<file path="config.mk">
export PLATFORM = sky130hd
export DESIGN_NAME = supply_adc_conditioner
export DESIGN_NICKNAME = d
export VERILOG_FILES = /design/src/rtl/sac_pkg.sv /design/src/rtl/supply_adc_conditioner.sv /design/src/rtl/sac_median_window.sv /design/src/rtl/sac_moving_avg.sv
export SDC_FILE = /design/constraint.sdc
export NUM_CORES = 2
export LEC_CHECK = 0
export BUFFER_PORTS_ARGS = -buffer_cell sky130_fd_sc_hd__buf_2
export CAP_MARGIN = 20
export CORE_ASPECT_RATIO = 1.4
export CORE_MARGIN = 2
export CORE_UTILIZATION = 58
export DETAILED_ROUTE_END_ITERATION = 8
export PLACE_DENSITY_LB_ADDON = 0.3
export SYNTH_ARGS = -nofsm -noshare
export SYNTH_HDL_FRONTEND = slang
export SYNTH_SLANG_ARGS = --single-unit
</file>
<file path="constraint.sdc">
create_clock -name clk -period 12.5 [get_ports clk]
set_clock_uncertainty 0.2 [all_clocks]
set_input_delay 2.5 -clock clk [delete_from_list [all_inputs] [get_ports clk]]
set_output_delay 2.5 -clock clk [all_outputs]
set_load 0.05 [all_outputs]
</file>
<file path="src/rtl/sac_pkg.sv">
// ----------------------------------------------------------------------------
// sac_pkg
// Shared types, constants and arithmetic helpers of the supply converter
// conditioner.
// ----------------------------------------------------------------------------
`default_nettype none

package sac_pkg;

	localparam int SAMPLE_W   = 16;
	localparam int MED_DEPTH  = 3;
	localparam int MED_POS_W  = $clog2(MED_DEPTH);
	localparam int AVG_LOG2   = 3;
	localparam int AVG_DEPTH  = 1 << AVG_LOG2;
	localparam int SUM_W      = SAMPLE_W + AVG_LOG2;

	localparam int IN_DATA_W  = 112;
	localparam int OUT_DATA_W = 88;
	localparam int CFG_IDX_W  = 3;
	localparam int CFG_DATA_W = 16;

	typedef logic [SAMPLE_W-1:0] sample_t;

	typedef enum logic [CFG_IDX_W-1:0] {
		REG_DIGITAL_FILTER = 3'd0,
		REG_EXT_AMP_INT    = 3'd1,
		REG_EXT_FREQ_INT   = 3'd2,
		REG_CENTER_FREQ    = 3'd3,
		REG_FREQ_SWING     = 3'd4
	} cfg_reg_t;

	localparam logic [15:0] CENTER_RESET = 16'd19950;
	localparam logic [11:0] SWING_RESET  = 12'd500;

	localparam logic [15:0] FULL_SCALE   = 16'hFFFF;
	localparam logic [15:0] BAR_TOP      = 16'd63897;  // full scale less half a volt
	localparam logic [4:0]  BAR_GAIN     = 5'd20;
	localparam logic [4:0]  BAR_OFFSET   = 5'd3;
	localparam logic [4:0]  BAR_MAX      = 5'd12;
	localparam logic [9:0]  AMP_GAIN     = 10'd1000;
	localparam logic [10:0] PWR_GAIN     = 11'd1333;
	localparam logic [9:0]  REF_GAIN     = 10'd1000;
	localparam logic [9:0]  REF_FULL     = 10'd1000;
	localparam logic [7:0]  XAMP_GAIN    = 8'd201;
	localparam logic [6:0]  XAMP_MAX     = 7'd100;
	localparam logic [6:0]  XAMP_MIN     = 7'd10;
	localparam logic [9:0]  XFREQ_GAIN   = 10'd1023;
	localparam logic [15:0] HZ_MAX       = 16'hFFFF;

	function automatic sample_t median3(input sample_t a, input sample_t b, input sample_t c);
		sample_t lo;
		sample_t hi;
		sample_t mid;
		lo  = (a > b) ? b : a;
		hi  = (a > b) ? a : b;
		mid = (hi > c) ? c : hi;
		return (lo > mid) ? lo : mid;
	endfunction

	// x / 65535 for quotients below 65535: high half plus one correction step
	function automatic logic [16:0] div_full_scale(input logic [31:0] x);
		logic [16:0] q0;
		logic [16:0] rem;
		q0  = {1'b0, x[31:16]};
		rem = {1'b0, x[15:0]} + q0;
		return (rem >= {1'b0, FULL_SCALE}) ? q0 + 17'd1 : q0;
	endfunction

	function automatic logic [3:0] bar_clamp(input logic neg, input logic [4:0] q);
		logic [4:0] s;
		s = q - BAR_OFFSET;
		if (neg || q < BAR_OFFSET)
			return 4'd0;
		else if (s > BAR_MAX)
			return BAR_MAX[3:0];
		else
			return s[3:0];
	endfunction

endpackage

`default_nettype wire

</file>
<file path="src/rtl/supply_adc_conditioner.sv">
// ----------------------------------------------------------------------------
// supply_adc_conditioner
// Conditions one scan of seven supply converter channels per item: median and
// moving-average filtering, scaling to display units, bargraph steps,
// frequency readout and reference check.
//
//  channel  | direction | handshake              | payload
//  ---------+-----------+------------------------+---------------------------
//  s_axis   | in        | tvalid / tready        | tdata 112b scan, tuser mode
//  m_axis   | out       | tvalid / tready        | tdata 88b levels, tuser run
//  cfg      | in        | cfg_we, no wait        | cfg_index 3b, cfg_data 16b
//
// One item per cycle while m_axis does not stall; after the input register
// each item passes the filter stage, the multiply stage and the
// scale/result register.
// Each stage loads when empty or when the stage after it moves, so stalls
// from m_axis back up stage by stage and bubbles are squeezed out.
// Reset clears filter windows, average rings and sums, the latched reference
// level and returns the registers to their defaults.
// ----------------------------------------------------------------------------
`default_nettype none

module supply_adc_conditioner (
	input  wire logic                             clk,
	input  wire logic                             arst_n,
	input  wire logic                             s_axis_tvalid,
	output logic                                  s_axis_tready,
	// freq, amp, power, memory, ext_freq, ext_amp, ref (16b each, low first)
	input  wire logic [sac_pkg::IN_DATA_W-1:0]    s_axis_tdata,
	// powered_up
	input  wire logic                             s_axis_tuser,
	output logic                                  m_axis_tvalid,
	input  wire logic                             m_axis_tready,
	// amp_level 10, power_level 11, memory_bar 4, actual_bar 4, frequency_hz 16,
	// ext_amp 16, ext_freq_offset 16, ten_volt_ref 10, zero pad 1
	output logic [sac_pkg::OUT_DATA_W-1:0]        m_axis_tdata,
	// run_valid
	output logic                                  m_axis_tuser,
	input  wire logic                             cfg_we,
	input  wire logic [sac_pkg::CFG_IDX_W-1:0]    cfg_index,
	input  wire logic [sac_pkg::CFG_DATA_W-1:0]   cfg_data
);
	import sac_pkg::*;

	// configuration
	logic        filter_q;
	logic        ext_amp_int_q;
	logic        ext_freq_int_q;
	logic [15:0] center_q;
	logic [11:0] swing_q;

	always_ff @(posedge clk or negedge arst_n) begin
		if (!arst_n) begin
			filter_q       <= 1'b0;
			ext_amp_int_q  <= 1'b0;
			ext_freq_int_q <= 1'b0;
			center_q       <= CENTER_RESET;
			swing_q        <= SWING_RESET;
		end else if (cfg_we) begin
			case (cfg_index)
				REG_DIGITAL_FILTER: filter_q       <= cfg_data[0];
				REG_EXT_AMP_INT:    ext_amp_int_q  <= cfg_data[0];
				REG_EXT_FREQ_INT:   ext_freq_int_q <= cfg_data[0];
				REG_CENTER_FREQ:    center_q       <= cfg_data;
				REG_FREQ_SWING:     swing_q        <= cfg_data[11:0];
				default: ;
			endcase
		end
	end

	// pipeline flow control
	logic valid_s1, valid_s2, valid_s3, out_valid_q;
	logic ld1, ld2, ld3, ld_out;

	assign ld_out        = !out_valid_q || m_axis_tready;
	assign ld3           = !valid_s3 || ld_out;
	assign ld2           = !valid_s2 || ld3;
	assign ld1           = !valid_s1 || ld2;
	assign s_axis_tready = ld1;

	always_ff @(posedge clk or negedge arst_n) begin
		if (!arst_n) begin
			valid_s1    <= 1'b0;
			valid_s2    <= 1'b0;
			valid_s3    <= 1'b0;
			out_valid_q <= 1'b0;
		end else begin
			if (ld1)    valid_s1    <= s_axis_tvalid;
			if (ld2)    valid_s2    <= valid_s1;
			if (ld3)    valid_s3    <= valid_s2;
			if (ld_out) out_valid_q <= valid_s3;
		end
	end

	// stage 1: input register
	sample_t freq_s1, amp_s1, pwr_s1, mem_s1, xfreq_s1, xamp_s1, ref_s1;
	logic    run_s1;

	always_ff @(posedge clk) begin
		if (ld1 && s_axis_tvalid) begin
			freq_s1  <= s_axis_tdata[15:0];
			amp_s1   <= s_axis_tdata[31:16];
			pwr_s1   <= s_axis_tdata[47:32];
			mem_s1   <= s_axis_tdata[63:48];
			xfreq_s1 <= s_axis_tdata[79:64];
			xamp_s1  <= s_axis_tdata[95:80];
			ref_s1   <= s_axis_tdata[111:96];
			run_s1   <= s_axis_tuser;
		end
	end

	// filters, updated as the item leaves stage 1
	logic    adv1, push_med_run, push_avg_run;
	sample_t mem_med, freq_med, amp_med, pwr_med, amp_avg, pwr_avg;

	assign adv1         = valid_s1 && ld2;
	assign push_med_run = adv1 && run_s1 && !filter_q;
	assign push_avg_run = adv1 && run_s1 && filter_q;

	sac_median_window u_mem_med  (.clk, .arst_n, .push(adv1),         .din(mem_s1),
		.median(mem_med));
	sac_median_window u_freq_med (.clk, .arst_n, .push(adv1),         .din(freq_s1),
		.median(freq_med));
	sac_median_window u_amp_med  (.clk, .arst_n, .push(push_med_run), .din(amp_s1),
		.median(amp_med));
	sac_median_window u_pwr_med  (.clk, .arst_n, .push(push_med_run), .din(pwr_s1),
		.median(pwr_med));
	sac_moving_avg    u_amp_avg  (.clk, .arst_n, .push(push_avg_run), .din(amp_s1),
		.mean(amp_avg));
	sac_moving_avg    u_pwr_avg  (.clk, .arst_n, .push(push_avg_run), .din(pwr_s1),
		.mean(pwr_avg));

	// stage 2: filtered values
	sample_t amp_s2, pwr_s2, mem_s2, freq_s2, xfreq_s2, xamp_s2, ref_s2;
	logic    run_s2;

	always_ff @(posedge clk) begin
		if (ld2 && valid_s1) begin
			amp_s2   <= filter_q ? amp_avg : amp_med;
			pwr_s2   <= filter_q ? pwr_avg : pwr_med;
			mem_s2   <= mem_med;
			freq_s2  <= freq_med;
			xfreq_s2 <= xfreq_s1;
			xamp_s2  <= xamp_s1;
			ref_s2   <= ref_s1;
			run_s2   <= run_s1;
		end
	end

	// stage 3: products
	logic [25:0] amp_prod_s3;
	logic [26:0] pwr_prod_s3;
	logic [27:0] fsw_prod_s3;
	logic [20:0] mbar_prod_s3, abar_prod_s3;
	logic        mbar_neg_s3, abar_neg_s3;
	logic [23:0] xamp_prod_s3;
	logic [25:0] xfreq_prod_s3;
	logic [24:0] ref_prod_s3;
	logic        ref_ovr_s3;
	sample_t     xamp_s3, xfreq_s3;
	logic        run_s3;

	always_ff @(posedge clk) begin
		if (ld3 && valid_s2) begin
			amp_prod_s3   <= 26'(amp_s2) * 26'(AMP_GAIN);
			pwr_prod_s3   <= 27'(pwr_s2) * 27'(PWR_GAIN);
			fsw_prod_s3   <= 28'(freq_s2) * 28'(swing_q);
			mbar_neg_s3   <= mem_s2 > BAR_TOP;
			mbar_prod_s3  <= 21'(BAR_TOP - mem_s2) * 21'(BAR_GAIN);
			abar_neg_s3   <= freq_s2 > BAR_TOP;
			abar_prod_s3  <= 21'(BAR_TOP - freq_s2) * 21'(BAR_GAIN);
			xamp_prod_s3  <= 24'(xamp_s2) * 24'(XAMP_GAIN);
			xfreq_prod_s3 <= 26'(xfreq_s2) * 26'(XFREQ_GAIN);
			ref_prod_s3   <= 25'(ref_s2[14:0]) * 25'(REF_GAIN);
			ref_ovr_s3    <= ref_s2[15];
			xamp_s3       <= xamp_s2;
			xfreq_s3      <= xfreq_s2;
			run_s3        <= run_s2;
		end
	end

	// scale, clamp and frequency readout
	logic        adv3;
	logic [16:0] amp_q, pwr_q, mbar_q, abar_q, fsw_q, xamp_q, xfreq_q, ref_q;
	logic [17:0] hz_raw;
	sample_t     hz_sat, hz_avg, hz_val, ext_amp_val, ext_freq_val;
	logic [6:0]  xamp_pct;
	logic [9:0]  ref_level, tref, last_ref_q;
	logic [3:0]  mbar, abar;

	assign adv3 = valid_s3 && ld_out;

	always_comb begin
		amp_q   = div_full_scale(32'(amp_prod_s3));
		pwr_q   = div_full_scale(32'(pwr_prod_s3));
		mbar_q  = div_full_scale(32'(mbar_prod_s3));
		abar_q  = div_full_scale(32'(abar_prod_s3));
		fsw_q   = div_full_scale(32'({fsw_prod_s3, 1'b0}));
		// halve first: floor(x / 131070) = floor(floor(x / 2) / 65535)
		xamp_q  = div_full_scale(32'(xamp_prod_s3[23:1]));
		xfreq_q = div_full_scale(32'(xfreq_prod_s3));
		ref_q   = div_full_scale(32'(ref_prod_s3));

		mbar = bar_clamp(mbar_neg_s3, mbar_q[4:0]);
		abar = bar_clamp(abar_neg_s3, abar_q[4:0]);

		hz_raw = 18'(center_q) + 18'(swing_q) - 18'(fsw_q[12:0]);
		if (hz_raw[17])
			hz_sat = '0;
		else if (hz_raw[16])
			hz_sat = HZ_MAX;
		else
			hz_sat = hz_raw[15:0];

		if (xamp_q[6:0] > XAMP_MAX)
			xamp_pct = XAMP_MAX;
		else if (xamp_q[6:0] < XAMP_MIN)
			xamp_pct = XAMP_MIN;
		else
			xamp_pct = xamp_q[6:0];
		ext_amp_val  = ext_amp_int_q ? xamp_s3 : 16'(xamp_pct);
		ext_freq_val = ext_freq_int_q ? xfreq_s3 : 16'(xfreq_q[9:0]);

		ref_level = ref_ovr_s3 ? REF_FULL : ref_q[9:0];
		tref      = run_s3 ? last_ref_q : ref_level;
	end

	sac_moving_avg u_hz_avg (.clk, .arst_n, .push(adv3 && run_s3 && filter_q), .din(hz_sat),
		.mean(hz_avg));

	assign hz_val = filter_q ? hz_avg : hz_sat;

	always_ff @(posedge clk or negedge arst_n) begin
		if (!arst_n) begin
			last_ref_q <= '0;
		end else if (adv3 && !run_s3) begin
			last_ref_q <= ref_level;
		end
	end

	// result register
	logic [OUT_DATA_W-1:0] out_data_q;
	logic                  out_run_q;

	always_ff @(posedge clk) begin
		if (adv3) begin
			out_run_q  <= run_s3;
			out_data_q <= {1'b0, tref, ext_freq_val, ext_amp_val,
				run_s3 ? hz_val      : 16'd0,
				run_s3 ? abar        : 4'd0,
				run_s3 ? mbar        : 4'd0,
				run_s3 ? pwr_q[10:0] : 11'd0,
				run_s3 ? amp_q[9:0]  : 10'd0};
		end
	end

	assign m_axis_tvalid = out_valid_q;
	assign m_axis_tdata  = out_data_q;
	assign m_axis_tuser  = out_run_q;

endmodule

`default_nettype wire

</file>
<file path="src/rtl/sac_median_window.sv">
// ----------------------------------------------------------------------------
// sac_median_window
// Three-entry sample window with its write position; gives the median of the
// window as it stands after the current push.
// ----------------------------------------------------------------------------
`default_nettype none

module sac_median_window (
	input  wire logic            clk,
	input  wire logic            arst_n,
	input  wire logic            push,
	input  wire sac_pkg::sample_t din,
	output sac_pkg::sample_t      median
);
	import sac_pkg::*;

	sample_t              win_q [MED_DEPTH];
	sample_t              win_d [MED_DEPTH];
	logic [MED_POS_W-1:0] pos_q;

	always_comb begin
		for (int i = 0; i < MED_DEPTH; i++) begin
			win_d[i] = (push && pos_q == MED_POS_W'(i)) ? din : win_q[i];
		end
	end

	assign median = median3(win_d[0], win_d[1], win_d[2]);

	always_ff @(posedge clk or negedge arst_n) begin
		if (!arst_n) begin
			for (int i = 0; i < MED_DEPTH; i++) begin
				win_q[i] <= '0;
			end
			pos_q <= '0;
		end else if (push) begin
			win_q <= win_d;
			pos_q <= (pos_q == MED_POS_W'(MED_DEPTH - 1)) ? '0 : pos_q + 1'b1;
		end
	end

endmodule

`default_nettype wire

</file>
<file path="src/rtl/sac_moving_avg.sv">
// ----------------------------------------------------------------------------
// sac_moving_avg
// Ring of the last AVG_DEPTH samples with a running sum; gives the mean
// including the sample being pushed.
// ----------------------------------------------------------------------------
`default_nettype none

module sac_moving_avg (
	input  wire logic            clk,
	input  wire logic            arst_n,
	input  wire logic            push,
	input  wire sac_pkg::sample_t din,
	output sac_pkg::sample_t      mean
);
	import sac_pkg::*;

	sample_t             ring_q [AVG_DEPTH];
	logic [AVG_LOG2-1:0] pos_q;
	logic [SUM_W-1:0]    sum_q;
	logic [SUM_W-1:0]    sum_d;

	// drop the oldest entry, add the new one
	assign sum_d = sum_q - SUM_W'(ring_q[pos_q]) + SUM_W'(din);
	assign mean  = sum_d[SUM_W-1:AVG_LOG2];

	always_ff @(posedge clk or negedge arst_n) begin
		if (!arst_n) begin
			for (int i = 0; i < AVG_DEPTH; i++) begin
				ring_q[i] <= '0;
			end
			pos_q <= '0;
			sum_q <= '0;
		end else if (push) begin
			ring_q[pos_q] <= din;
			pos_q         <= pos_q + 1'b1;
			sum_q         <= sum_d;
		end
	end

endmodule

`default_nettype wire

</file>
==> results.tsv <==
stage	metric	value	unit
critical_path	crit start category	input pin	
layout	most common cell after layout, fill and taps aside	inv_1	
timing	final hold vios	0	
global_route	first-pass GRT wire length	327000	um
placed_design	Placer Congestion	0.946	
clock_tree	postcts setup bufs	0	
route	Final ANT Viol Nets	0	
logic_synthesis	Seq/Total Area, Yosys	39.3	%
floorplanning	I/O pin count	228	
worst_hold_path	worst hold path class	flip-flop to flip-flop	
clock_tree	CTS resizes	0	
layout	layout cell share with drive strength beyond 1	13.6	%
route	drc violations	0	
critical_path	WP data required	12.92	ns
timing	unrepaired setup endpoints after global routing	no	
timing	Slew Viols, Final	0	
global_route	number of global-route vias before repair	61600	
logic_synthesis	prevailing post-synth register cell	dfrtp_1	
logic_synthesis	top cell type's share of synthesized area	20.0	%
clock_tree	H-tree depth	4	
logic_synthesis	dominant cells by area after synthesis	dfrtp_1 (20%), edfxtp_1 (19%), ha_1 (12%)	
clock_tree	CTS root buf	clkbuf_16	
route	drt wl/cell	20.2	um
route	total number of vias	58900	
logic_synthesis	synth unique cells	101	
placed_design	Port Buffer Count	226	
route	1st-iter DRT viols	4035	
critical_path	Worst path slowest cell	a31oi_2	
status	status	finished clean	
clock_tree	clock buffer count from CTS	131	
global_route	antenna violations before repair	3	
floorplanning	die area	150000	sq um
layout	final net count	9359	
timing	Slew HR	23.8	%
floorplanning	core area	146000	sq um
critical_path	crit-path max cell delay	0.48	ns
placed_design	DP HPWL	150000	um
logic_synthesis	Syn Nets	9187	
critical_path	crit path DAT	11.86	ns
critical_path	Reg2Reg Launch Point	fsw_prod_s3[17]$_DFFE_PP_	
global_route	GR Util All Layers	27.5	%
critical_path	reg-to-reg endpoint	m_axis_tdata[44]$_SDFFCE_PN0P_	
critical_path	FF-to-FF setup slack	2.04	ns
layout	most frequent cells in the layout	inv_1 (910), ha_1 (791), nand2_1 (697)	
timing	final period utilization	91.5	%
critical_path	kind of critical path	input pin to flip-flop	
job	max cap viols	0	
timing	setup TNS	0	ns
floorplanning	DIE WIDTH	328	um
route	Pre-antenna DRT Iters	6	
worst_hold_path	hold wc startpoint	xfreq_s1[14]$_DFFE_PP_	
floorplanning	DIE HEIGHT	457	um
critical_path	crit path launch	m_axis_tready	
logic_synthesis	Async S/R FF share, synth	56.6	%
logic_synthesis	#FFs+latches synth	1229	
logic_synthesis	Synth area leader	dfrtp_1	
floorplanning	Initial Utilization	58.3	%
global_route	largest net degree at the start of global routing	172	
logic_synthesis	post-synthesis cell area	85000	sq um
timing	final setup vio count	0	
critical_path	Setup crit end kind	flip-flop	
logic_synthesis	Gate Count Post-Synth	7795	
timing	worst slew pin tran	1.14	ns
timing	Fmax	87.4	MHz
clock_tree	CTS max path bufs	3	
critical_path	CP dominant cell by count	o21ai_0	
route	Avg Vias per Cell	5.89	
worst_hold_path	Hold Path Sink	xfreq_s2[14]$_DFFE_PP_	
clock_tree	latest clock arrival within the worst-skew pair	0.80	ns
global_route	GRT overflow	0	
floorplanning	# rows	166	
logic_synthesis	Post-synth EDFFs	534	
timing	final critical-path required period	11.44	ns
clock_tree	Clock Sink Count	1229	
layout	Area Growth Syn to Fin	9.40	%
logic_synthesis	mean post-synth cell area	10.9	sq um
critical_path	crit path max fanout	32	
route	DRT Wirelength	202000	um
clock_tree	# hold bufs at CTS	0	
critical_path	Worst Reg-to-Reg Cells	36	
logic_synthesis	Syn. warnings	0	
worst_hold_path	WHS Path Cells	0	
clock_tree	CTS tree	built	
clock_tree	Worst-path clk slew	0.07	ns
[kinds of logic after synthesis]
kind of cell    after synthesis  share of synthesized area, %
compound gates             1391                          10.1
xor+xnor                    334                          3.44
fa+ha+maj                  1255                          22.6
buf+inv                    1196                          5.34
flops                      1229                          39.3
mux                         670                          9.86
other cells                   1                       0.00441
simple gates               1719                          9.38
[per-layer routing]
layer	up-vias	GRT usage (%)	wire length, um	part of all wire (%)
met2	1581	49.2	105000	52
met1	29500	33.5	80100	40
met5	-	0	0	0
li1	27500	-	-	-
met4	0	11.2	7940	3.9
met3	428	3.36	9490	4.7
[final cells by class]
type / count / area, sq um
Tap cell: 1932 / 2420
Antenna cell: 1 / 2.50
Inverter: 914 / 3440
Fill cell: 11300 / 52800
Timing Repair Buffer: 321 / 1970
Clock inverter: 68 / 872
Clock buffer: 174 / 3670
Multi-Input combinational cell: 5370 / 47200
Sequential cell: 1229 / 33500
[worst max path at each step]
stage	slack (ns)	to	cells past startpoint
floorplan	0.06	amp_s2[7]$_DFFE_PP_	45
global placement	0.57	pwr_s2[8]$_DFFE_PP_	39
detailed placement	0.46	amp_s2[2]$_DFFE_PP_	44
CTS	1.26	amp_s2[2]$_DFFE_PP_	44
global route	0.42	amp_s2[0]$_DFFE_PP_	44
finish	1.06	amp_s2[2]$_DFFE_PP_	44
[cell usage after synthesis (all sizes together) (103+ instances only)]
library cell,number
nor2,367
and2,105
a21o,107
nand3,103
fa,464
clkbuf,216
ha,791
mux2,383
inv,912
xnor2,233
mux2i,191
dfrtp,679
o21ai,550
edfxtp,534
a21oi,312
nand2,697
[critical path, delay by kind of cell]
family / cells / cell delay [ns]
buf+inv: 7 / 1.73
mux: 1 / 0.40
compound gates: 20 / 3.90
fa+ha+maj: 3 / 0.88
simple gates: 13 / 2.45
[stage by stage]
stage	hold WS [ns]	utilization, %	setup WS, ns	instance area (sq um)	std cells
2_1_floorplan	0.200	-	0.0593	85100	7795
3_5_place_dp	0.205	60.7	0.457	88400	9762
3_3_place_gp	0.201	60.7	0.567	88400	9762
5_1_grt	0.219	63.8	0.421	93000	10000
4_1_cts	0.204	63.8	1.26	93000	10000
6_report	0.204	63.8	1.06	93000	10000
[registers in the layout, summed over array words and instances, names as in the netlist, 22 cells and up]
name and cells:
amp_prod_s3 23, xamp_prod_s3 24, u_hz_avg.ring_q 128, u_amp_avg.ring_q 128, pwr_prod_s3 27, u_amp_med.win_q 48
u_pwr_med.win_q 48, ref_prod_s3 22, xfreq_prod_s3 26, u_mem_med.win_q 48, fsw_prod_s3 28, u_freq_med.win_q 48
u_pwr_avg.ring_q 128, m_axis_tdata 87
Power is not shown: default switching activity piles up to over one toggle a cycle in this logic, so the estimate is an artifact.
